File: config.mk
export PLATFORM = sky130hd
export DESIGN_NAME = ste_front
export DESIGN_NICKNAME = d
export VERILOG_FILES = /design/src/hdl/ste_pkg.sv /design/src/hdl/ste_front.sv
export SDC_FILE = /design/constraint.sdc
export NUM_CORES = 1
export LEC_CHECK = 0
export BUFFER_PORTS_ARGS = -buffer_cell sky130_fd_sc_hd__buf_2
export CORE_MARGIN = 3
export CORE_UTILIZATION = 40
export DETAILED_ROUTE_END_ITERATION = 10
export PLACE_DENSITY_LB_ADDON = 0.08
export SLEW_MARGIN = 20
export SYNTH_ARGS = -nofsm -noshare
export SYNTH_HDL_FRONTEND = slang
export SYNTH_SLANG_ARGS = --single-unit
File: constraint.sdc
create_clock -name clk_i -period 6.12 [get_ports clk_i]
set_input_delay 0 -clock clk_i [delete_from_list [all_inputs] [get_ports clk_i]]
set_output_delay 0 -clock clk_i [all_outputs]
set_load 0.02 [all_outputs]
File: src/hdl/ste_pkg.sv
// ----------------------------------------------------------------------------
// ste_pkg
// Shared types and constants of the scaler timestamp extender.
// ----------------------------------------------------------------------------
`default_nettype none

package ste_pkg;

  // Counter and ratio formats
  localparam int COUNT_WIDTH     = 32;
  localparam int RATIO_FRAC_BITS = 16;
  localparam int RATIO_W         = 48;
  localparam int FAST_BITS_W     = 6;
  localparam int WRAP_W          = 32;
  localparam int TS_W            = 64;

  // Configuration port
  localparam int CFG_IDX_W  = 2;
  localparam int CFG_DATA_W = RATIO_W;

  // Datapath widths
  localparam int SHIFT_W = 7;
  localparam int DIFF_W  = COUNT_WIDTH + 1;
  localparam int RLO_W   = RATIO_W / 2;
  localparam int RHI_W   = RATIO_W - RLO_W;
  localparam int PP_W    = DIFF_W + RHI_W + 1;
  localparam int PROD_W  = DIFF_W + RATIO_W + 1;

  localparam logic [FAST_BITS_W-1:0] FAST_BITS_RST   = FAST_BITS_W'(COUNT_WIDTH);
  localparam logic [RATIO_W-1:0]     FAST_PER_SLOW_RST = RATIO_W'(1) << RATIO_FRAC_BITS;

  typedef enum logic [CFG_IDX_W-1:0] {
    CFG_FAST_BITS     = 2'd0,
    CFG_FAST_PER_SLOW = 2'd1
  } cfg_idx_e;

  typedef struct packed {
    logic [COUNT_WIDTH-1:0] fast_count;
    logic [COUNT_WIDTH-1:0] slow_count;
  } in_item_t;

  typedef struct packed {
    logic [TS_W-1:0]   timestamp_ticks;
    logic [WRAP_W-1:0] wraps_seen;
  } out_item_t;

  // Effective configuration, already clamped
  typedef struct packed {
    logic [FAST_BITS_W-1:0] bits;
    logic [SHIFT_W-1:0]     shift;
    logic [RATIO_W-1:0]     ratio;
  } cfg_t;

  // Front stage: wrap flag and signed slow delta
  typedef struct packed {
    logic [COUNT_WIDTH-1:0]   fast;
    logic                     wrap_flag;
    logic signed [DIFF_W-1:0] diff;
  } front_t;

  // Scaled slow delta as a full signed product
  typedef struct packed {
    logic [COUNT_WIDTH-1:0]   fast;
    logic                     wrap_flag;
    logic signed [PROD_W-1:0] prod;
  } prod_t;

  // Accumulated wrap count for one item
  typedef struct packed {
    logic [COUNT_WIDTH-1:0] fast;
    logic [WRAP_W-1:0]      wraps;
  } accum_t;

endpackage

`default_nettype wire

File: src/hdl/ste_front.sv
// ----------------------------------------------------------------------------
// ste_front
// Input stage: keeps the previous counts, detects a fast wrap and forms the
// signed slow-count delta.
// ----------------------------------------------------------------------------
`default_nettype none

module ste_front (
  input  wire logic              clk_i,
  input  wire logic              rst_ni,
  input  wire logic              valid_i,
  output logic                   ready_o,
  input  wire ste_pkg::in_item_t data_i,
  output logic                   valid_o,
  input  wire logic              ready_i,
  output ste_pkg::front_t        data_o
);
  import ste_pkg::*;

  logic                   valid_q;
  front_t                 data_q, data_d;
  logic [COUNT_WIDTH-1:0] prev_fast_q, prev_slow_q;
  logic                   load;

  assign ready_o = !valid_q || ready_i;
  assign load    = valid_i && ready_o;
  assign valid_o = valid_q;
  assign data_o  = data_q;

  always_comb begin
    data_d.fast      = data_i.fast_count;
    data_d.wrap_flag = (prev_fast_q != '0) && (data_i.fast_count < prev_fast_q);
    // zero previous slow count means no previous: no slow term
    if (prev_slow_q != '0) begin
      data_d.diff = $signed({1'b0, data_i.slow_count}) - $signed({1'b0, prev_slow_q});
    end else begin
      data_d.diff = '0;
    end
  end

  always_ff @(posedge clk_i or negedge rst_ni) begin
    if (!rst_ni) begin
      valid_q     <= 1'b0;
      prev_fast_q <= '0;
      prev_slow_q <= '0;
    end else begin
      if (ready_o) begin
        valid_q <= valid_i;
      end
      if (load) begin
        prev_fast_q <= data_i.fast_count;
        prev_slow_q <= data_i.slow_count;
      end
    end
  end

  always_ff @(posedge clk_i) begin
    if (load) begin
      data_q <= data_d;
    end
  end

endmodule

`default_nettype wire

# After elaboration in Yosys (flattened, before gate mapping)
# Index checks and enable logic that the tools add are counted.
# classes
order_cmp	1
n_reduce_logical	6
add_sub_neg	1
# ops
operator	count
$reduce_bool A32 Y1	2
$sub A32 B32 Y33	1
$lt A32 B32 Y1	1
$logic_and A1 B1 Y1	2
$logic_not A1 Y1	1
$logic_or A1 B1 Y1	1
# word_totals
word_cells	14
output_inout_bits	68
regBits	131

# Depth between registers and ports, before layout
# depth
ltp_word	3
ltp_mapped	10

# Least setup slack after synthesis
# Ideal clock, no wire load.
# synth_timing
path_kind	flip-flop to flip-flop
start	reg valid_q, in the netlist valid_o
end	reg data_q, in the netlist data_o[0], enable pin
stages_incl_launch_ff	6
arrival_ns	3.235
setup_slack_ns	2.432
required_time_ns	5.666
path_buffers	2
path_cell_list	dfrtp_1 > nand2b_1 > nand2_1 > inv_1 > clkbuf_1 > clkbuf_1
# synth_between
elab_chain_len	3
# synth_rtl
item	line_no	rtl
from (decl)	ste_front.sv:20	logic valid_q;
from (signal assigned)	ste_front.sv:48	valid_q <= valid_i;
$logic_not A1 Y1	ste_front.sv:25	assign ready_o = !valid_q || ready_i;
$logic_or A1 B1 Y1	ste_front.sv:25	
named net ready_o	ste_front.sv:12	output logic ready_o,
$logic_and A1 B1 Y1	ste_front.sv:26	assign load = valid_i && ready_o;
named net load	ste_front.sv:23	logic load;
to (signal assigned)	ste_front.sv:59	data_q <= data_d;
to (decl)	ste_front.sv:21	front_t data_q, data_d;
# The timed path passes the listed nets, and every way through them passes these cells.
# A chain may end at the register's enable or synchronous reset.

# Worst setup path in the final report
# layout_timing
start	reg prev_slow_q[22]
end	reg data_q, in the netlist data_o[31], data pin
# layout_between
elab_chain_len	1
word_cells_on_any_way	2
classes_between	add/sub (1); reduce/logical (1)
# layout_rtl
item	line_no	rtl
from (decl)	ste_front.sv:22	logic [COUNT_WIDTH-1:0] prev_fast_q, prev_slow_q;
from (signal assigned)	ste_front.sv:52	prev_slow_q <= data_i.slow_count;
$sub A32 B32 Y33 or $reduce_bool A32 Y1 (tied branches)	ste_front.sv:35, ste_front.sv:34	
# Parallel ways exist; a longest one is shown, timed or not.

==> qor.tcl <==
set qor(ys_types) 54
set qor(worst_setup_path_startpoint) {prev_slow_q[22]}
set qor(antenna-diode-count) 0
set qor(fillerInstances) 1596
set qor(dr.first_iter.drc_count) 265
set qor(final_antenna_net_count) 0
set qor(reg2regPathDepth) 6
set qor(synth_seq_area_share_pct) 50.4
set qor(placed_cells_incl_taps) 1057
set qor(critical_path_startpoint_category) {register}
set qor(cts.reportedPaths.clkPinSlew_ns) 0.06
set qor(clock_buffer_count_from_cts) 17
set qor(dieHeight_um) 140
set qor(rr_startpoint) {prev_slow_q[22]}
set qor(post_layout_nonfiller_instances) 1156
set qor(detailroute.via_count) 5862
set qor(setup_violations) 0
set qor(critPathKind) {reg2reg}
set qor(relSlewSlack_pct) 40.4
set qor(cts_tree) {done}
set qor(route.final.wire_length_um) 18000
set qor(cts.path.max_buffers) 2
set qor(design.die.area_sq_mm) 0.0195
set qor(cts.sink_count) 131
set qor(multiInputGateArea_sq_mm) 0.00319
set qor(postLayoutSetupSlackWorst_ns) 3.38
set qor(globalplace.congestion) 0.858
set qor(crit-reg2reg-capture) {data_o[31]}
set qor(fp.coreArea_sq_mm) 0.0174
set qor(antenna_found_initial) 0
set qor(grt_pass1_vias) 5995
set qor(vdd_drop_max_uv) 195
set qor(grt.busiest_layer) {met2}
set qor(detailedPlace.worstSlack_ns) 3.31
set qor(reg2reg_setup_slack_ns) 3.38
set qor(layout.core_utilization_pct) 53.6
set qor(maximum_number_of_pins_on_one_net_before_global_route_repair) 98
set qor(detail_route.first_pass.iterations) 4
set qor(relative_area_change_from_synthesis_to_final_layout_pct) 30.4
set qor(cts_root_buf) {sky130_fd_sc_hd__clkbuf_16}
set qor(avgRoutedWirePerCell_um) 15.6
set qor(timing.clock.skew_ns) 0.00861
set qor(powerDensity_mw_per_mm2) 310
set qor(grt_first_pass_wirelength_um) 30000
set qor(synth-edff-count) 66
set qor(groute.layer.met2.usage_pct) 32.4
set qor(clockPowerShare_pct) 36.1
set qor(clock_latency_ns) 0.42
set qor(leakagePower_nw) 4.19
set qor(ratio_of_routed_vias_to_standard_cells) 5.07
set qor(cell_internal_pwr_mw) 2.01
set qor(drv.max_cap_violation_count) 0
set qor(nets) 1050
set qor(synth.yosys.warnings) 0
set qor(drv_slew) 0
set qor(synth_seq_cells) 131
set qor(final-hold-violation-count) 0
set qor(cts_h_tree_depth) 4
set qor(boundaryPins) 136
set qor(period_needed_ns) 2.74
set qor(gr-total-overflow) 0
set qor(synthArstFlopShare_pct) 49.6
set qor(timing.critical_path.required_ns) 6.29
set qor(sw_frac_of_total_pct) 30.6
set qor(floorplan.initialDensity_pct) 41.1
set qor(min-delay-start) {ready_i}
set qor(place.port_buffers) 135
set qor(detail_route.drc_violations) 0
set qor(setup_tns_ns) 0
set qor(setup_repair_after_global_routing_missed_its_margin) {no}
set qor(met1_track_demand_over_resource_in_global_routing_pct) 24.6
set qor(gr-usage-all-layers_pct) 19.1
set qor(netlist_instances) 716
set qor(rows) 48
set qor(average_cell_area_after_synthesis_sq_um) 10.0
set qor(min-delay-path-class) {in2reg}
set qor(endpoint_class_of_the_critical_path) {register}
set qor(synth-main-ff-cell) {sky130_fd_sc_hd__edfxtp_1}
set qor(result_of_the_run) {finished clean}
set qor(worst_pin_slew_ns) 0.894
set qor(grt.met3_usage_pct) 4.12
set qor(flip_flop_and_latch_area_sq_mm) 0.00361
set qor(post_synthesis_net_count) 848
set qor(post_synth_instance_area_sq_mm) 0.00716
set qor(share_seq_of_total_power_pct) 38.1
set qor(post_cts.resized_instances) 0
set qor(finalCritPeriodShare_pct) 44.7
set qor(netSwitchingPower_uw) 886
set qor(floorplan.die.width_um) 140
set qor(max_clock_freq_ghz) 0.365
set qor(path_max_fanout) 20
set qor(dp_hpwl_um) 13300
set qor(comb_power_share_pct) 25.8
set qor(worst_setup_path_endpoint) {data_o[31]}
set qor(final_layout_size_suffix_gt1_share_pct) 19.1
set qor(critical_path_arrival_ns) 2.90
==> placed cells by master (no fill, tap or decap), types with 20 or more instances in the layout <==
cell type,synthesis,layout
sky130_fd_sc_hd__a21o_1,25,25
sky130_fd_sc_hd__a21oi_1,37,37
sky130_fd_sc_hd__buf_2,0,135
sky130_fd_sc_hd__dfrtp_1,65,65
sky130_fd_sc_hd__dlygate4sd3_1,0,67
sky130_fd_sc_hd__edfxtp_1,66,66
sky130_fd_sc_hd__ha_1,63,63
sky130_fd_sc_hd__inv_1,74,73
sky130_fd_sc_hd__nand2_1,91,91
sky130_fd_sc_hd__nor2_1,34,33
sky130_fd_sc_hd__nor3_1,20,20
sky130_fd_sc_hd__o21ai_0,79,79
==> layer usage <==
metal	vias to the layer above	share of wire (%)
li1	2973	-
met1	2750	45
met2	124	49
met3	15	3.8
met4	0	1.4
met5	-	0
==> cells in the mapped netlist, types with 8 or more instances <==
| cell | number | share of area [%] |
|---|---|---|
| sky130_fd_sc_hd__o21a_1 | 12 | 1.3 |
| sky130_fd_sc_hd__a21oi_1 | 37 | 2.6 |
| sky130_fd_sc_hd__a21o_1 | 25 | 2.6 |
| sky130_fd_sc_hd__xnor2_1 | 9 | 1.1 |
| sky130_fd_sc_hd__edfxtp_1 | 66 | 28 |
| sky130_fd_sc_hd__nand2_1 | 91 | 4.8 |
| sky130_fd_sc_hd__clkbuf_1 | 20 | 1.0 |
| sky130_fd_sc_hd__dfrtp_1 | 65 | 23 |
| sky130_fd_sc_hd__nand2b_1 | 9 | 0.79 |
| sky130_fd_sc_hd__nand4_1 | 15 | 1.3 |
| sky130_fd_sc_hd__ha_1 | 63 | 11 |
| sky130_fd_sc_hd__nor4_1 | 19 | 1.7 |
| sky130_fd_sc_hd__inv_1 | 74 | 3.9 |
| sky130_fd_sc_hd__nor3_1 | 20 | 1.4 |
| sky130_fd_sc_hd__nor2_1 | 34 | 1.8 |
| sky130_fd_sc_hd__a211oi_1 | 8 | 0.84 |
| sky130_fd_sc_hd__o21ai_0 | 79 | 5.5 |
==> cell families after synthesis <==
logic type / Yosys count / synth area share (%)
AO/OA/AOI/OAI: 197 / 17.2
multiplexers: 4 / 0.646
buffers and inverters: 96 / 5.07
AND/OR/NAND/NOR: 210 / 13.7
flip-flops: 131 / 50.4
adder cells (fa/ha/maj): 64 / 11.3
XOR/XNOR: 14 / 1.71
==> registers in the layout, indices dropped and copies added, names as in the netlist <==
signal / cells
prev_slow_q: 32
prev_fast_q: 32
valid_o: 1
data_o: 66
==> per-stage QoR <==
stage,cell area [sq um],power [mW],hold WS (ns)
floorplan,7160,1.61,-0.296
global placement,8060,1.83,0.209
detailed placement,8060,1.84,0.214
CTS,9340,2.93,0.259
global route,9340,3.08,0.311
finish,9340,2.90,0.258
==> how the worst min path moves through the flow <==
stage | endpoint | cells after the start
after floorplan | prev_fast_q[0] | 0
after detailed placement | data_o[59] | 1
final | prev_slow_q[1] | 5
after global placement | valid_o | 2
after CTS | prev_slow_q[1] | 5
after global routing | prev_slow_q[1] | 5
==> power by group through the flow <==
stage | Combinational, mW | Clock, mW | Sequential [mW]
final | 0.747 | 1.05 | 1.10
after global routing | 0.844 | 1.12 | 1.12
after CTS | 0.757 | 1.07 | 1.11
after detailed placement | 0.717 | 0 | 1.12
after global placement | 0.717 | 0 | 1.12
after floorplan | 0.443 | 0 | 1.17
==> area by class of cell <==
| class | count | area share (%) |
|---|---|---|
| Clock buffer | 20 | 4.78 |
| Clock inverter | 12 | 1.69 |
| Inverter | 74 | 3.03 |
| Multi-Input combinational cell | 489 | 34.2 |
| Sequential cell | 131 | 38.6 |
| Tap cell | 225 | 3.01 |
| Timing Repair Buffer | 205 | 14.7 |
==> critical path: stages, from the launching register on <==
cell	delay [ns]
sky130_fd_sc_hd__dfrtp_1	0.38
sky130_fd_sc_hd__nor4_1	0.57
sky130_fd_sc_hd__nand4_1	0.26
sky130_fd_sc_hd__nor2_2	0.56
sky130_fd_sc_hd__buf_4	0.37
sky130_fd_sc_hd__nor2b_1	0.07
sky130_fd_sc_hd__mux2_4	0.26
==> repair_timing <==
item | 4_1_cts | 5_1_grt
buffers inserted | 0 | 0
hold buffers | 67 | 0
hold endpoints to repair | 162 | 0
No activity file was read; power rests on OpenSTA's default activity.
