===== src/hdl/ste_pkg.sv =====
// ----------------------------------------------------------------------------
// ste_pkg
// Shared types and constants of the scaler timestamp extender.
// ----------------------------------------------------------------------------
`default_nettype none

package ste_pkg;

  // Counter and ratio formats
  localparam int COUNT_WIDTH     = 32;
  localparam int RATIO_FRAC_BITS = 16;
  localparam int RATIO_W         = 48;
  localparam int FAST_BITS_W     = 6;
  localparam int WRAP_W          = 32;
  localparam int TS_W            = 64;

  // Configuration port
  localparam int CFG_IDX_W  = 2;
  localparam int CFG_DATA_W = RATIO_W;

  // Datapath widths
  localparam int SHIFT_W = 7;
  localparam int DIFF_W  = COUNT_WIDTH + 1;
  localparam int RLO_W   = RATIO_W / 2;
  localparam int RHI_W   = RATIO_W - RLO_W;
  localparam int PP_W    = DIFF_W + RHI_W + 1;
  localparam int PROD_W  = DIFF_W + RATIO_W + 1;

  localparam logic [FAST_BITS_W-1:0] FAST_BITS_RST   = FAST_BITS_W'(COUNT_WIDTH);
  localparam logic [RATIO_W-1:0]     FAST_PER_SLOW_RST = RATIO_W'(1) << RATIO_FRAC_BITS;

  typedef enum logic [CFG_IDX_W-1:0] {
    CFG_FAST_BITS     = 2'd0,
    CFG_FAST_PER_SLOW = 2'd1
  } cfg_idx_e;

  typedef struct packed {
    logic [COUNT_WIDTH-1:0] fast_count;
    logic [COUNT_WIDTH-1:0] slow_count;
  } in_item_t;

  typedef struct packed {
    logic [TS_W-1:0]   timestamp_ticks;
    logic [WRAP_W-1:0] wraps_seen;
  } out_item_t;

  // Effective configuration, already clamped
  typedef struct packed {
    logic [FAST_BITS_W-1:0] bits;
    logic [SHIFT_W-1:0]     shift;
    logic [RATIO_W-1:0]     ratio;
  } cfg_t;

  // Front stage: wrap flag and signed slow delta
  typedef struct packed {
    logic [COUNT_WIDTH-1:0]   fast;
    logic                     wrap_flag;
    logic signed [DIFF_W-1:0] diff;
  } front_t;

  // Scaled slow delta as a full signed product
  typedef struct packed {
    logic [COUNT_WIDTH-1:0]   fast;
    logic                     wrap_flag;
    logic signed [PROD_W-1:0] prod;
  } prod_t;

  // Accumulated wrap count for one item
  typedef struct packed {
    logic [COUNT_WIDTH-1:0] fast;
    logic [WRAP_W-1:0]      wraps;
  } accum_t;

endpackage

`default_nettype wire


===== src/hdl/ste_accum.sv =====
// ----------------------------------------------------------------------------
// ste_accum
// Wrap-period accumulator: adds the wrap flag and the floored slow term.
// The stage register is also the running wrap count.
// ----------------------------------------------------------------------------
`default_nettype none

module ste_accum (
  input  wire logic           clk_i,
  input  wire logic           rst_ni,
  input  wire ste_pkg::cfg_t  cfg_i,
  input  wire logic           valid_i,
  output logic                ready_o,
  input  wire ste_pkg::prod_t data_i,
  output logic                valid_o,
  input  wire logic           ready_i,
  output ste_pkg::accum_t     data_o
);
  import ste_pkg::*;

  logic                     valid_q, load;
  logic [COUNT_WIDTH-1:0]   fast_q;
  logic [WRAP_W-1:0]        wrap_q, wrap_d, slow_inc;
  logic signed [PROD_W-1:0] floored;

  assign ready_o = !valid_q || ready_i;
  assign load    = valid_i && ready_o;

  always_comb begin
    // arithmetic shift gives the floor toward minus infinity
    floored  = data_i.prod >>> cfg_i.shift;
    slow_inc = floored[WRAP_W-1:0];
    wrap_d   = wrap_q + slow_inc + WRAP_W'(data_i.wrap_flag);
  end

  assign valid_o      = valid_q;
  assign data_o.fast  = fast_q;
  assign data_o.wraps = wrap_q;

  always_ff @(posedge clk_i or negedge rst_ni) begin
    if (!rst_ni) begin
      valid_q <= 1'b0;
      wrap_q  <= '0;
    end else begin
      if (ready_o) begin
        valid_q <= valid_i;
      end
      if (load) begin
        wrap_q <= wrap_d;
      end
    end
  end

  always_ff @(posedge clk_i) begin
    if (load) begin
      fast_q <= data_i.fast;
    end
  end

endmodule

`default_nettype wire


===== config.mk =====
export PLATFORM = sky130hd
export DESIGN_NAME = ste_accum
export DESIGN_NICKNAME = d
export VERILOG_FILES = /design/src/hdl/ste_pkg.sv /design/src/hdl/ste_accum.sv
export SDC_FILE = /design/constraint.sdc
export NUM_CORES = 1
export LEC_CHECK = 0
export BUFFER_PORTS_ARGS = -buffer_cell sky130_fd_sc_hd__buf_2
export CORE_ASPECT_RATIO = 2
export CORE_MARGIN = 1.5
export CORE_UTILIZATION = 55
export CTS_CLUSTER_DIAMETER = 80
export DETAILED_ROUTE_END_ITERATION = 6
export GPL_TIMING_DRIVEN = 1
export PLACE_DENSITY_LB_ADDON = 0.15
export SYNTH_ARGS = -nofsm -noshare
export SYNTH_HDL_FRONTEND = slang
export SYNTH_SLANG_ARGS = --single-unit

===== constraint.sdc =====
create_clock -name clk_i -period 6.8 [get_ports clk_i]
set_input_delay 0.68 -clock clk_i [delete_from_list [all_inputs] [get_ports clk_i]]
set_output_delay 0.68 -clock clk_i [all_outputs]
set_load 0.02 [all_outputs]

* Word level (Yosys, flattened, before mapping) *
Cells that the tools add are included.

operators by class
  add/subtract/negate cells = 2
  shifts and indexed selects = 1
  reduce and logical (&&, ||, !) cells = 3

operators with widths
  kind                 count
  $sshr A82 B7 Y32     1
  $add A32 B1 Y32      1
  $add A32 B32 Y32     1
  $logic_and A1 B1 Y1  1
  $logic_not A1 Y1     1
  $logic_or A1 B1 Y1   1

storage, ports and cells
  bits in registers = 65

* Longest topological paths before layout *
  depth after elaboration = 3
  gate-level depth with buffers = 25

* Least setup slack after synthesis *
No wires, ideal clock.

  path type = input to register
  from = input cfg_i[49] (netlist name)
  to = register wrap_q[30]
  setup time = 133 ps
  arrival time = 4670 ps
  setup slack = 1997 ps
  stages = 24
  cell sequence = buf_6 > buf_8 > buf_6 > buf_4 > buf_2 > nor3_1 > mux2i_1 > inv_1 > o21ai_0 > nor2_1 > o311ai_0 > o21ai_0 > fa_1 > inv_1 > fa_1 > nor2b_1 > o211ai_1 > a311o_1 > and3_1 > a211oi_1 > or3_1 > a31oi_1 > xnor2_1 > o21ai_0

between the ends
  word-level cells in the longest chain between the ends = 3

RTL lines
  element               line             RTL
  start, declared       ste_accum.sv:11  input wire ste_pkg::cfg_t cfg_i,
  $sshr A82 B7 Y32      ste_accum.sv:31  floored = data_i.prod >>> cfg_i.shift;
  $add A32 B32 Y32      ste_accum.sv:33  wrap_d = wrap_q + slow_inc + WRAP_W'(data_i.wrap_flag);
  $add A32 B1 Y32       ste_accum.sv:33
  end signal, assigned  ste_accum.sv:49  wrap_q <= wrap_d;
  end, declared         ste_accum.sv:23  logic [WRAP_W-1:0] wrap_q, wrap_d, slow_inc;

Every way passes these cells.
A chain may end at the register's enable or synchronous reset.

* Worst setup path in the final report *
  from = input cfg_i[48] (netlist name)
  to = register wrap_q[12]

The elaborated chain is that of the path after synthesis.

==> metrics.txt <==
# TYPE chip_impl_metric gauge
chip_impl_metric{name="groute.layer.met3.usage",unit="%"} 3.942
chip_impl_metric{name="dp_hpwl",unit="µm"} 21970
chip_impl_metric{name="static_leakage",unit="nW"} 4.424
chip_impl_metric{name="post_drt_wl_per_cell",unit="µm"} 20.14
chip_impl_metric{name="clock_power_share",unit="%"} 16.6
chip_impl_info{name="busiest_layer",value="met2"} 1
chip_impl_metric{name="total_power",unit="mW"} 2.688
chip_impl_metric{name="seq_power_share",unit="%"} 22.8
chip_impl_metric{name="die_height",unit="µm"} 177.6
chip_impl_info{name="worst_r2r_src",value="wrap_q[0]"} 1
chip_impl_metric{name="place_congestion",unit=""} 0.9786
chip_impl_metric{name="layout-drive-gt1-share",unit="%"} 27.10
chip_impl_metric{name="hold_viol_final",unit=""} 0
chip_impl_metric{name="async_set_reset_flop_share_out_of_synthesis",unit="%"} 50.77
chip_impl_metric{name="cts.sinks",unit=""} 65
chip_impl_info{name="clock-root-buffer",value="sky130_fd_sc_hd__clkbuf_16"} 1
chip_impl_metric{name="synth_fp_nets",unit=""} 1218
chip_impl_metric{name="area_overhead_of_the_layout_relative_to_synthesis",unit="%"} 15.60
chip_impl_metric{name="setup-tns-final",unit="ns"} 0
chip_impl_metric{name="first_global_vias",unit=""} 8191
chip_impl_metric{name="maximum_fanout_encountered_on_the_critical_timing_path",unit=""} 17
chip_impl_metric{name="top_level_ports",unit=""} 246
chip_impl_metric{name="globalRouteMet1Util",unit="%"} 32.32
chip_impl_metric{name="cts_resized",unit=""} 0
chip_impl_metric{name="filler_cell_count",unit=""} 1367
chip_impl_info{name="timing.hold.worst.class",value="in -> async"} 1
chip_impl_metric{name="synth.distinct_cells",unit=""} 57
chip_impl_metric{name="period_minus_slack",unit="ns"} 5.560
chip_impl_metric{name="detail_route.first_pass.iterations",unit=""} 7
chip_impl_metric{name="period_share",unit="%"} 81.76
chip_impl_info{name="synth_flop_cell",value="sky130_fd_sc_hd__dfrtp_1"} 1
chip_impl_metric{name="tightestPinTransition",unit="ns"} 1.212
chip_impl_metric{name="synthesis.instances",unit=""} 1006
chip_impl_info{name="grt_setup_unrepaired",value="false"} 1
chip_impl_metric{name="cts-buffers-inserted",unit=""} 9
chip_impl_metric{name="place.detailed.instances",unit=""} 1334
chip_impl_metric{name="max_cap_violations",unit=""} 0
chip_impl_metric{name="clock_latency_on_the_worst_skew_pair",unit="ns"} 0.33
chip_impl_info{name="failing_checks",value="DRC"} 1
chip_impl_metric{name="clock.fmax",unit="MHz"} 179.9
chip_impl_metric{name="clockBufferDepth",unit=""} 2
chip_impl_metric{name="core_area",unit="µm²"} 14900
chip_impl_metric{name="yosysSeqAreaShare",unit="%"} 21.30
chip_impl_metric{name="multi_input_area",unit="µm²"} 6160
chip_impl_metric{name="setup_ws",unit="ns"} 1.240
chip_impl_metric{name="route.detailed.drc",unit=""} 2
chip_impl_metric{name="power_density",unit="nW/µm²"} 277.2
chip_impl_metric{name="yosys_warnings",unit=""} 0
chip_impl_metric{name="final_net_count",unit=""} 1362
chip_impl_metric{name="vias",unit=""} 8294
chip_impl_metric{name="dieArea",unit="µm²"} 16040
chip_impl_metric{name="netSwitchingFraction",unit="%"} 45.74
chip_impl_metric{name="clk_transition_reported_paths",unit="ns"} 0.06
chip_impl_metric{name="drt.antenna.violating_nets",unit=""} 0
chip_impl_metric{name="clock_tree.htree_level_count",unit=""} 3
chip_impl_metric{name="groute.usage.overall",unit="%"} 34.12
chip_impl_metric{name="timing.critical_path.arrival",unit="ns"} 5.72
chip_impl_metric{name="total_switching_power",unit="mW"} 1.229
chip_impl_metric{name="wirelength",unit="µm"} 27190
chip_impl_metric{name="antenna_found_initial",unit=""} 0
chip_impl_metric{name="place_worst_setup_slack",unit="ns"} 0.9653
chip_impl_metric{name="syn-cell-area",unit="µm²"} 8387
chip_impl_info{name="run_status",value="complete, but fails checks"} 1
chip_impl_info{name="startpoint",value="cfg_i[48]"} 1
chip_impl_metric{name="synth_enable_flop_cells",unit=""} 32
chip_impl_metric{name="met2_usage",unit="%"} 63.83
chip_impl_metric{name="insertedDiodeCount",unit=""} 0
chip_impl_metric{name="drv_slew",unit=""} 0
chip_impl_metric{name="worst_ep_required_time",unit="ns"} 6.96
chip_impl_metric{name="setup_violations",unit=""} 0
chip_impl_metric{name="hold_buf_count_cts",unit=""} 0
chip_impl_metric{name="overflow",unit=""} 0
chip_impl_metric{name="grt_max_degree",unit=""} 77
chip_impl_metric{name="die-width",unit="µm"} 90.32
chip_impl_metric{name="ys_ff_latch",unit=""} 65
chip_impl_metric{name="clock-skew-final",unit="ns"} 0.01139
chip_impl_metric{name="p_int",unit="mW"} 1.458
chip_impl_metric{name="layout.area.seq",unit="µm²"} 1787
chip_impl_info{name="cts_tree",value="yes"} 1
chip_impl_metric{name="comb_power_share",unit="%"} 60.6
chip_impl_metric{name="grt_first_pass_wirelength",unit="µm"} 42520
chip_impl_metric{name="placement_rows",unit=""} 63
chip_impl_metric{name="postLayoutCoreUtil",unit="%"} 65.08
chip_impl_metric{name="syn_area_per_cell",unit="µm²"} 8.337
chip_impl_metric{name="worst_slew_margin_rel",unit="%"} 19.13
chip_impl_metric{name="first_iter_violations",unit=""} 397
chip_impl_metric{name="vdd.ir_drop.worst",unit="V"} 0.0001641
chip_impl_info{name="worst_setup_path_start_kind",value="input pin"} 1
chip_impl_metric{name="numPortBuffers",unit=""} 191
chip_impl_metric{name="routed_via_density",unit=""} 6.144
chip_impl_info{name="worst_setup_path_end_kind",value="register"} 1
chip_impl_metric{name="postCtsSetupRepairBufs",unit=""} 0
chip_impl_info{name="timing.setup.critical_path_class",value="in -> reg"} 1
chip_impl_metric{name="final_cell_count_no_fill",unit=""} 1350
chip_impl_metric{name="floorplan.initialDensity",unit="%"} 56.29
==> cells in the mapped netlist (19+ instances only) <==
cell,n,share of area [%]
sky130_fd_sc_hd__nand2_1,164,7.3
sky130_fd_sc_hd__edfxtp_1,32,11
sky130_fd_sc_hd__inv_1,22,0.98
sky130_fd_sc_hd__mux2_2,36,4.8
sky130_fd_sc_hd__dfrtp_1,33,9.8
sky130_fd_sc_hd__a21oi_1,82,4.9
sky130_fd_sc_hd__clkbuf_1,44,2.0
sky130_fd_sc_hd__mux2i_1,113,13
sky130_fd_sc_hd__ha_1,30,4.5
sky130_fd_sc_hd__o21ai_0,130,7.8
sky130_fd_sc_hd__o211ai_1,19,1.7
sky130_fd_sc_hd__mux4_2,44,12
sky130_fd_sc_hd__nor2_1,69,3.1
==> routing by layer <==
layer	wire, µm	part of all wire (%)
met1	9170	34
met2	14390	53
met3	1144	4.2
met4	2488	9.2
met5	0	0
==> critical path, stage by stage <==
cell,delay [ns]
sky130_fd_sc_hd__buf_2,0.17
sky130_fd_sc_hd__inv_1,0.50
sky130_fd_sc_hd__buf_4,0.30
sky130_fd_sc_hd__mux2i_1,0.25
sky130_fd_sc_hd__nand2_1,0.09
sky130_fd_sc_hd__nand2_1,0.11
sky130_fd_sc_hd__mux2i_1,0.10
sky130_fd_sc_hd__mux2_2,0.29
sky130_fd_sc_hd__nor2_1,0.08
sky130_fd_sc_hd__a21oi_1,0.06
sky130_fd_sc_hd__o21ai_0,0.33
sky130_fd_sc_hd__fa_1,0.30
sky130_fd_sc_hd__inv_1,0.06
sky130_fd_sc_hd__fa_1,0.41
sky130_fd_sc_hd__nor2b_1,0.18
sky130_fd_sc_hd__o211ai_1,0.13
sky130_fd_sc_hd__a21boi_0,0.23
sky130_fd_sc_hd__o21ai_0,0.15
sky130_fd_sc_hd__a21bo_2,0.25
sky130_fd_sc_hd__a21boi_0,0.47
sky130_fd_sc_hd__o311a_1,0.25
sky130_fd_sc_hd__mux2i_1,0.18
sky130_fd_sc_hd__o311ai_0,0.14
==> power groups by stage <==
stage	combinational [mW]	sequential [mW]	clock (mW)
2_1_floorplan	1.05	0.729	0
3_3_place_gp	1.58	0.618	0
3_5_place_dp	1.61	0.618	0
4_1_cts	1.62	0.613	0.448
5_1_grt	1.80	0.628	0.464
6_report	1.63	0.613	0.446
==> cells in the final DEF (no fill, tap or decap), drive strengths merged, types with 19 or more instances in the layout <==
| cell | n |
|---|---|
| buf | 211 |
| nand2 | 164 |
| o21ai | 131 |
| mux2i | 113 |
| a21oi | 82 |
| nor2 | 69 |
| mux4 | 44 |
| mux2 | 37 |
| dfrtp | 33 |
| edfxtp | 32 |
| ha | 30 |
| inv | 22 |
| o211ai | 19 |
==> state kept, by name (all words and copies together), names as in the netlist <==
register  count
valid_o       1
fast_q       32
wrap_q       32
==> worst paths after layout <==
path,end,slack [ns],cells after the start
setup / recovery,wrap_q[12],1.24,23
min in group clk_i,wrap_q[31],0.47,1
max in group asynchronous,wrap_q[21],5.84,1
setup reg to reg,wrap_q[12],3.56,12
hold reg to reg,wrap_q[31],0.47,1
hold / removal,wrap_q[6],0.43,1
==> metrics by stage <==
stage	cell area [µm²]	hold slack, ns
floorplan	8387	0.3844
global placement	9407	0.4550
detailed placement	9407	0.4587
CTS	9696	0.4608
global route	9696	0.4919
finish	9696	0.4306
==> cell families after synthesis <==
kind of cell	synth area share [%]
buf+inv	5.281
fa+ha+maj	4.953
xor+xnor	2.611
mux	30.31
simple gates	14.35
flops	21.30
compound gates	21.18
==> layout make-up <==
class / count / share of cell area [%]
Sequential cell: 65 / 18.43
Tap cell: 195 / 2.516
Clock buffer: 11 / 2.400
Multi-Input combinational cell: 841 / 63.53
Clock inverter: 5 / 0.5807
Timing Repair Buffer: 211 / 11.69
Inverter: 22 / 0.8517
No activity file was read; power rests on OpenSTA's default activity.
